==> config.mk <==
export PLATFORM = sky130hd
export DESIGN_NAME = slip_deframer_ipv4_check_unit
export DESIGN_NICKNAME = d
export VERILOG_FILES = /design/src/rtl/slipchk_pkg.sv /design/src/rtl/slip_deframer_ipv4_check_unit.sv /design/src/rtl/slipchk_in_reg.sv /design/src/rtl/slipchk_decode.sv /design/src/rtl/slipchk_out_reg.sv
export SDC_FILE = /design/constraint.sdc
export NUM_CORES = 1
export LEC_CHECK = 0
export ABC_AREA = 1
export BUFFER_PORTS_ARGS = -buffer_cell sky130_fd_sc_hd__buf_2
export CORE_MARGIN = 5
export CORE_UTILIZATION = 25
export CTS_CLUSTER_SIZE = 28
export DETAILED_ROUTE_END_ITERATION = 10
export PLACE_DENSITY = 0.48
export REMOVE_ABC_BUFFERS = 1
export SKIP_CTS_REPAIR_TIMING = 1
export SYNTH_ARGS = -nofsm -noshare
export SYNTH_HDL_FRONTEND = slang
export SYNTH_SLANG_ARGS = --single-unit
==> constraint.sdc <==
create_clock -name clk_i -period 12.13 [get_ports clk_i]
set_clock_uncertainty 0.2 [all_clocks]
set_input_delay 2.426 -clock clk_i [delete_from_list [all_inputs] [get_ports clk_i]]
set_output_delay 2.426 -clock clk_i [all_outputs]
set_load 0.02 [all_outputs]
==> src/rtl/slipchk_pkg.sv <==
package slipchk_pkg;

  // frame size limit and field widths
  localparam int unsigned MaxFrameBytes = 2048;
  localparam int unsigned CountW        = 12;
  localparam int unsigned StatusW       = 3;
  localparam int unsigned CfgIdxW       = 3;

  localparam logic [CountW-1:0] MaxFrameCount = CountW'(MaxFrameBytes);
  localparam logic [CountW-1:0] MinIpv4Len    = CountW'(20);

  // ipv4 header fields in the first byte
  localparam logic [7:0] VersionMask = 8'hf0;
  localparam logic [7:0] Version4    = 8'h40;
  localparam logic [3:0] MinIhl      = 4'd5;

  // configuration register indexes
  localparam logic [CfgIdxW-1:0] CfgEndCode      = 3'd0;
  localparam logic [CfgIdxW-1:0] CfgEscapeCode   = 3'd1;
  localparam logic [CfgIdxW-1:0] CfgEscEndCode   = 3'd2;
  localparam logic [CfgIdxW-1:0] CfgEscEscCode   = 3'd3;
  localparam logic [CfgIdxW-1:0] CfgEscNulCode   = 3'd4;

  // result kinds
  localparam logic KindData  = 1'b0;
  localparam logic KindFrame = 1'b1;

  // frame status codes
  localparam logic [StatusW-1:0] StatusOk       = 3'd0;
  localparam logic [StatusW-1:0] StatusShort    = 3'd1;
  localparam logic [StatusW-1:0] StatusVersion  = 3'd2;
  localparam logic [StatusW-1:0] StatusIhl      = 3'd3;
  localparam logic [StatusW-1:0] StatusChecksum = 3'd4;
  localparam logic [StatusW-1:0] StatusOverflow = 3'd5;

  typedef struct packed {
    logic [7:0] end_code;
    logic [7:0] escape_code;
    logic [7:0] escaped_end_code;
    logic [7:0] escaped_escape_code;
    logic [7:0] escaped_nul_code;
  } cfg_t;

  typedef struct packed {
    logic               kind;
    logic [7:0]         data_byte;
    logic [StatusW-1:0] frame_status;
    logic [CountW-1:0]  frame_length;
  } result_t;

endpackage

==> src/rtl/slip_deframer_ipv4_check_unit.sv <==
// channel   dir  handshake               payload
// input     in   in_valid_i/in_ready_o   raw_byte_i
// result    out  out_valid_o/out_ready_i kind_o, data_byte_o, frame_status_o, frame_length_o
// config    in   cfg_we_i                cfg_idx_i, cfg_wdata_i
//
// one raw byte per cycle while the result register is not stalled; a taken request
// is held in the input register and decoded, and its result is registered in the result register
// bytes that yield nothing (escape, zero, dropped) still pass the input register but load no result
// reset clears the frame state and loads the default SLIP codes
// a stalled result register holds back the input register and then in_ready_o
module slip_deframer_ipv4_check_unit
  import slipchk_pkg::*;
(
  input  logic               clk_i,
  input  logic               rst_ni,
  input  logic               in_valid_i,
  output logic               in_ready_o,
  input  logic [7:0]         raw_byte_i,
  output logic               out_valid_o,
  input  logic               out_ready_i,
  output logic               kind_o,
  output logic [7:0]         data_byte_o,
  output logic [StatusW-1:0] frame_status_o,
  output logic [CountW-1:0]  frame_length_o,
  input  logic               cfg_we_i,
  input  logic [CfgIdxW-1:0] cfg_idx_i,
  input  logic [7:0]         cfg_wdata_i
);

  cfg_t       cfg_q;
  logic       advance;
  logic       step;
  logic [7:0] byte_s;
  logic       res_valid;
  result_t    res_d;
  result_t    res_q;

  // configuration registers
  always_ff @(posedge clk_i or negedge rst_ni) begin
    if (!rst_ni) begin
      cfg_q.end_code            <= 8'd192;
      cfg_q.escape_code         <= 8'd219;
      cfg_q.escaped_end_code    <= 8'd220;
      cfg_q.escaped_escape_code <= 8'd221;
      cfg_q.escaped_nul_code    <= 8'd222;
    end else if (cfg_we_i) begin
      case (cfg_idx_i)
        CfgEndCode:    cfg_q.end_code            <= cfg_wdata_i;
        CfgEscapeCode: cfg_q.escape_code         <= cfg_wdata_i;
        CfgEscEndCode: cfg_q.escaped_end_code    <= cfg_wdata_i;
        CfgEscEscCode: cfg_q.escaped_escape_code <= cfg_wdata_i;
        CfgEscNulCode: cfg_q.escaped_nul_code    <= cfg_wdata_i;
        default: ;
      endcase
    end
  end

  // input register
  slipchk_in_reg u_in_reg (
    .clk_i      (clk_i),
    .rst_ni     (rst_ni),
    .in_valid_i (in_valid_i),
    .in_ready_o (in_ready_o),
    .raw_byte_i (raw_byte_i),
    .advance_i  (advance),
    .step_o     (step),
    .byte_o     (byte_s)
  );

  // decoder and frame checker
  slipchk_decode u_decode (
    .clk_i       (clk_i),
    .rst_ni      (rst_ni),
    .cfg_i       (cfg_q),
    .step_i      (step),
    .byte_i      (byte_s),
    .res_valid_o (res_valid),
    .res_o       (res_d)
  );

  // result register
  slipchk_out_reg u_out_reg (
    .clk_i       (clk_i),
    .rst_ni      (rst_ni),
    .load_i      (res_valid),
    .res_i       (res_d),
    .advance_o   (advance),
    .out_valid_o (out_valid_o),
    .out_ready_i (out_ready_i),
    .res_o       (res_q)
  );

  assign kind_o         = res_q.kind;
  assign data_byte_o    = res_q.data_byte;
  assign frame_status_o = res_q.frame_status;
  assign frame_length_o = res_q.frame_length;

endmodule

==> src/rtl/slipchk_in_reg.sv <==
module slipchk_in_reg
  import slipchk_pkg::*;
(
  input  logic       clk_i,
  input  logic       rst_ni,
  input  logic       in_valid_i,
  output logic       in_ready_o,
  input  logic [7:0] raw_byte_i,
  input  logic       advance_i,
  output logic       step_o,
  output logic [7:0] byte_o
);

  logic       valid_q;
  logic [7:0] byte_q;

  // stage may take a new request when empty or when its item moves on
  assign in_ready_o = !valid_q || advance_i;
  assign step_o     = valid_q && advance_i;
  assign byte_o     = byte_q;

  // valid flag
  always_ff @(posedge clk_i or negedge rst_ni) begin
    if (!rst_ni) begin
      valid_q <= 1'b0;
    end else if (in_ready_o) begin
      valid_q <= in_valid_i;
    end
  end

  // byte holding register
  always_ff @(posedge clk_i) begin
    if (in_ready_o && in_valid_i) begin
      byte_q <= raw_byte_i;
    end
  end

endmodule

==> src/rtl/slipchk_decode.sv <==
module slipchk_decode
  import slipchk_pkg::*;
(
  input  logic       clk_i,
  input  logic       rst_ni,
  input  cfg_t       cfg_i,
  input  logic       step_i,
  input  logic [7:0] byte_i,
  output logic       res_valid_o,
  output result_t    res_o
);

  logic              escaping_q,  escaping_d;
  logic [CountW-1:0] count_q,     count_d;
  logic [7:0]        first_q,     first_d;
  logic [15:0]       sum_q,       sum_d;
  logic [7:0]        pending_q,   pending_d;

  logic              full;
  logic              keep;
  logic              close;
  logic [7:0]        dbyte;
  logic [7:0]        lead;
  logic [CountW-1:0] hdr_len;
  logic [CountW-1:0] hdr_len_st;
  logic [16:0]       sum_raw;
  logic [15:0]       sum_fold;
  logic [StatusW-1:0] status;

  assign full = (count_q >= MaxFrameCount);

  // frame status from the stored header state
  assign hdr_len_st = CountW'({first_q[3:0], 2'b00});
  always_comb begin
    if (full) begin
      status = StatusOverflow;
    end else if (count_q < MinIpv4Len) begin
      status = StatusShort;
    end else if ((first_q & VersionMask) != Version4) begin
      status = StatusVersion;
    end else if (first_q[3:0] < MinIhl) begin
      status = StatusIhl;
    end else if (count_q < hdr_len_st) begin
      status = StatusShort;
    end else if (sum_q != 16'hffff) begin
      status = StatusChecksum;
    end else begin
      status = StatusOk;
    end
  end

  // byte classification and unescaping
  always_comb begin
    close      = 1'b0;
    keep       = 1'b0;
    dbyte      = byte_i;
    escaping_d = escaping_q;
    if (full) begin
      close = (byte_i == cfg_i.end_code);
    end else if (byte_i == cfg_i.end_code && byte_i != cfg_i.escape_code) begin
      close = 1'b1;
    end else if (byte_i == cfg_i.escape_code) begin
      escaping_d = 1'b1;
    end else if (byte_i == cfg_i.escaped_end_code) begin
      keep = 1'b1;
      if (escaping_q) begin
        dbyte      = cfg_i.end_code;
        escaping_d = 1'b0;
      end
    end else if (byte_i == cfg_i.escaped_escape_code) begin
      keep = 1'b1;
      if (escaping_q) begin
        dbyte      = cfg_i.escape_code;
        escaping_d = 1'b0;
      end
    end else if (byte_i == cfg_i.escaped_nul_code) begin
      keep = 1'b1;
      if (escaping_q) begin
        dbyte      = 8'h00;
        escaping_d = 1'b0;
      end
    end else if (byte_i != 8'h00 && !escaping_q) begin
      keep = 1'b1;
    end
  end

  // header checksum and counters for a kept byte
  assign lead     = (count_q == '0) ? dbyte : first_q;
  assign hdr_len  = CountW'({lead[3:0], 2'b00});
  assign sum_raw  = {1'b0, sum_q} + {1'b0, pending_q, dbyte};
  assign sum_fold = sum_raw[15:0] + {15'd0, sum_raw[16]};

  always_comb begin
    count_d   = count_q;
    first_d   = first_q;
    sum_d     = sum_q;
    pending_d = pending_q;
    if (close) begin
      count_d   = '0;
      first_d   = '0;
      sum_d     = '0;
      pending_d = '0;
    end else if (keep) begin
      count_d = count_q + CountW'(1);
      if (count_q == '0) begin
        first_d = dbyte;
      end
      if (count_q < hdr_len) begin
        if (!count_q[0]) begin
          pending_d = dbyte;
        end else begin
          sum_d = sum_fold;
        end
      end
    end
  end

  // result toward the output register
  assign res_valid_o = step_i && (close || keep);
  always_comb begin
    res_o.kind         = close ? KindFrame : KindData;
    res_o.data_byte    = close ? 8'h00 : dbyte;
    res_o.frame_status = close ? status : StatusOk;
    res_o.frame_length = close ? count_q : '0;
  end

  // frame state
  always_ff @(posedge clk_i or negedge rst_ni) begin
    if (!rst_ni) begin
      escaping_q <= 1'b0;
      count_q    <= '0;
      first_q    <= '0;
      sum_q      <= '0;
      pending_q  <= '0;
    end else if (step_i) begin
      escaping_q <= close ? 1'b0 : escaping_d;
      count_q    <= count_d;
      first_q    <= first_d;
      sum_q      <= sum_d;
      pending_q  <= pending_d;
    end
  end

endmodule

==> src/rtl/slipchk_out_reg.sv <==
module slipchk_out_reg
  import slipchk_pkg::*;
(
  input  logic    clk_i,
  input  logic    rst_ni,
  input  logic    load_i,
  input  result_t res_i,
  output logic    advance_o,
  output logic    out_valid_o,
  input  logic    out_ready_i,
  output result_t res_o
);

  logic    valid_q;
  result_t res_q;

  // register is free when empty or being drained this cycle
  assign advance_o   = !valid_q || out_ready_i;
  assign out_valid_o = valid_q;
  assign res_o       = res_q;

  always_ff @(posedge clk_i or negedge rst_ni) begin
    if (!rst_ni) begin
      valid_q <= 1'b0;
    end else if (advance_o) begin
      valid_q <= load_i;
    end
  end

  always_ff @(posedge clk_i) begin
    if (advance_o && load_i) begin
      res_q <= res_i;
    end
  end

endmodule
==> results.tsv <==
stage	metric	value	unit
floorplan	io pins	50	
floorplan	die height	181	um
floorplan	row count	62	
global_routing	first-pass GRT wire length	32.0	mm
routing	vias	6029	
routing	# DRC	0	
clocking	CTS tree	built	
floorplan	Die ar.	32600	sq um
setup_path	CP Capture Type	output port	
clocking	total CTS buffers	17	
final_layout	commonest non-fill, non-tap cell in the layout	nand2_1	
worst_hold_path	Min-Delay Path Class	flip-flop to flip-flop	
final_layout	net count of the finished layout	995	
clocking	clk_lat worst skew	0.43	ns
final_layout	Antenna Cells	0	
worst_hold_path	Hold EP	u_decode.pending_q[2]	
final_layout	Synth-to-Final Area Change	15.7	%
outcome	status	completed	
setup_path	Critical Path AT	2.89	ns
power_and_ir_drop	P per Cell Area	171	nW/um^2
routing	drt initial violations	498	
synth	Seq cells post-synth	119	
placed_design	Final HPWL DP	14.3	mm
synth	Synth area leaders	dfrtp_1 21%, edfxtp_1 13%, nand2_1 11%	
routing	detailed-router iteration count before antenna repair	5	
setup_path	CP Launch Type	primary input	
synth	ys flop type	dfrtp_1	
setup_path	FF-to-FF path depth	29	
setup_path	crit-path max FO	3	
routing	Total Routed Length	19.4	mm
floorplan	die width	181	um
routing	post-DR vias/cell	4.50	
final_layout	post-route cell area	8420	sq um
synth	sequential area share after synthesis	43.6	%
setup_path	Worst Setup Path Type	primary input to output port	
final_layout	fraction of layout cells with a size suffix above 1	16.9	%
timing	fin crit share	45.4	%
clocking	clk buf depth	2	
setup_path	WP data required	9.50	ns
timing	slew margin rel.	40.5	%
setup_path	reg-to-reg setup timing slack	6.92	ns
worst_hold_path	Hold Path Depth	2	
timing	RSZ-0062 raised after global routing	no	
clocking	clk sinks	119	
timing	final setup vio count	0	
synth	Post-Synthesis Cell Area	7270	sq um
timing	Worst Tran Pin Value	0.890	ns
global_routing	largest net degree at the start of global routing	66	
synth	Cells after Synth	896	
placed_design	placed cell area	7840	sq um
clocking	clock slew at reported path FFs	0.06	ns
power_and_ir_drop	leak pwr	0.00390	uW
synth	top-area cell type share of the netlist area	21.3	%
synth	Yosys top cell by area	dfrtp_1	
routing	ANT nets after route	0	
synth	fraction of registers with async set/reset	73.1	%
setup_path	Critical R2R Launch	u_in_reg.byte_o[4]	
worst_hold_path	min-delay src	u_decode.pending_q[2]	
timing	Fin Hold WS	0.285	ns
flow_run	total of max-cap violations	0	
setup_path	r2r endpoint	u_decode.sum_q[8]	
synth	synthesized area per cell	8.12	sq um
global_routing	final global-route overflow total	0	
clocking	H-Tree Depth	4	
timing	Max Transition Viols Final	0	
global_routing	GRT Total Usage	12.1	%
placed_design	GP Congestion	0.854	
placed_design	Port Buffer Count	49	
synth	Post-synth EDFFs	32	
timing	Fmax	181	MHz
clocking	root buffer cell	clkbuf_16	
synth	Warnings, synthesis	0	
synth	Distinct cells, synth	48	
floorplan	CORE AREA	28700	sq um
floorplan	Initial Utilization	25.3	%
timing	sum of negative setup slack	0	ns
timing	min cycle time layout	5.51	ns
routing	DR WL/cell	14.5	um
global_routing	antenna violations before repair	0	
timing	count of final hold-check violations	0	
global_routing	vias in the first global route	5934	
power_and_ir_drop	worst vdd ir	0.0705	mV
final_layout	most frequent cells in the layout	211 x nand2_1, 85 x inv_1, 81 x o21ai_0, 79 x nor2_1, 62 x dfrtp_1	
[report_power, final]
group | internal, uW | total [uW] | switching [uW]
registers | 493 | 554 | 60.7
clock network | 317 | 505 | 188
logic | 131 | 383 | 252
total | 942 | 1440 | 500
[synthesized netlist by cell type (3+ instances only)]
cell and count:
o21ai_1 4, dfstp_2 25, nand2_4 3, inv_2 12, ha_1 28, o21ai_0 81, nor2_1 79, nor3_1 13
nor2_4 5, nand2_1 211, xor2_1 9, xnor2_1 33, nand4_1 18, o22ai_1 5, dfrtp_1 62, clkbuf_1 10
nand2_2 18, inv_1 85, or2_1 5, edfxtp_1 32, a21oi_1 47, nand3_2 4, buf_6 8, nand3_1 60
buf_4 3, nor2_2 4
[flip-flops by register name, indices dropped and copies added (netlist names), 8 cells and up]
register	flops
u_decode.count_q	12
u_in_reg.byte_o	8
u_decode.sum_q	16
u_decode.first_q	8
u_out_reg.res_o	24
u_decode.pending_q	8
cfg_q	40
[area by class of cell]
class	instances	area [sq um]
timing repair buffer	51	263
inverter	98	368
multi-input combinational	655	3560
clock inverter	8	97.6
tap	384	480
sequential	119	3170
fill	3153	20300
clock buffer	24	482
[cell families (layout without fill, tap and decap cells)]
family                     Yosys count  after routing  synth area share, %
adders and majority gates           29             29                 5.09
DFF                                119            119                 43.6
xor gates and xnor gates            44             44                 5.50
buffers and inverters              122            181                 7.53
and+or+nand+nor                    431            431                 27.2
AOI/OAI and AO/OA                  151            151                 11.1
[stage by stage]
stage | cells | total power [uW] | util [%] | setup slack (ns)
after global placement | 1307 | 942 | 27.3 | 6.63
final | 1339 | 1440 | 29.3 | 6.62
after detailed placement | 1307 | 943 | 27.3 | 6.62
after floorplan | 872 | 828 | - | 6.84
after global routing | 1339 | 1530 | 29.3 | 6.38
after CTS | 1339 | 1460 | 29.3 | 6.62
[worst max path at each step]
stage	from	cells after the start	slack, ns	end
2_1_floorplan	out_ready_i	2	6.84	in_ready_o
3_3_place_gp	out_ready_i	4	6.63	in_ready_o
3_5_place_dp	out_ready_i	4	6.62	in_ready_o
4_1_cts	out_ready_i	4	6.62	in_ready_o
5_1_grt	u_in_reg.byte_o[2]	29	6.38	u_decode.sum_q[8]
6_report	out_ready_i	4	6.62	in_ready_o
[routing by layer]
layer	track usage (%)	wire, um	vias to the layer above
met5	0	0	-
met4	3.60	257	0
met3	2.40	919	19
met2	19.0	8560	143
met1	16.9	9660	2821
li1	-	-	3046
[worst max-delay path: stages]
cell	delay, ns
buf_2	0.11
nor2_1	0.10
nand2_1	0.09
buf_2	0.17
Note: power is estimated with default switching activity, not from simulation.
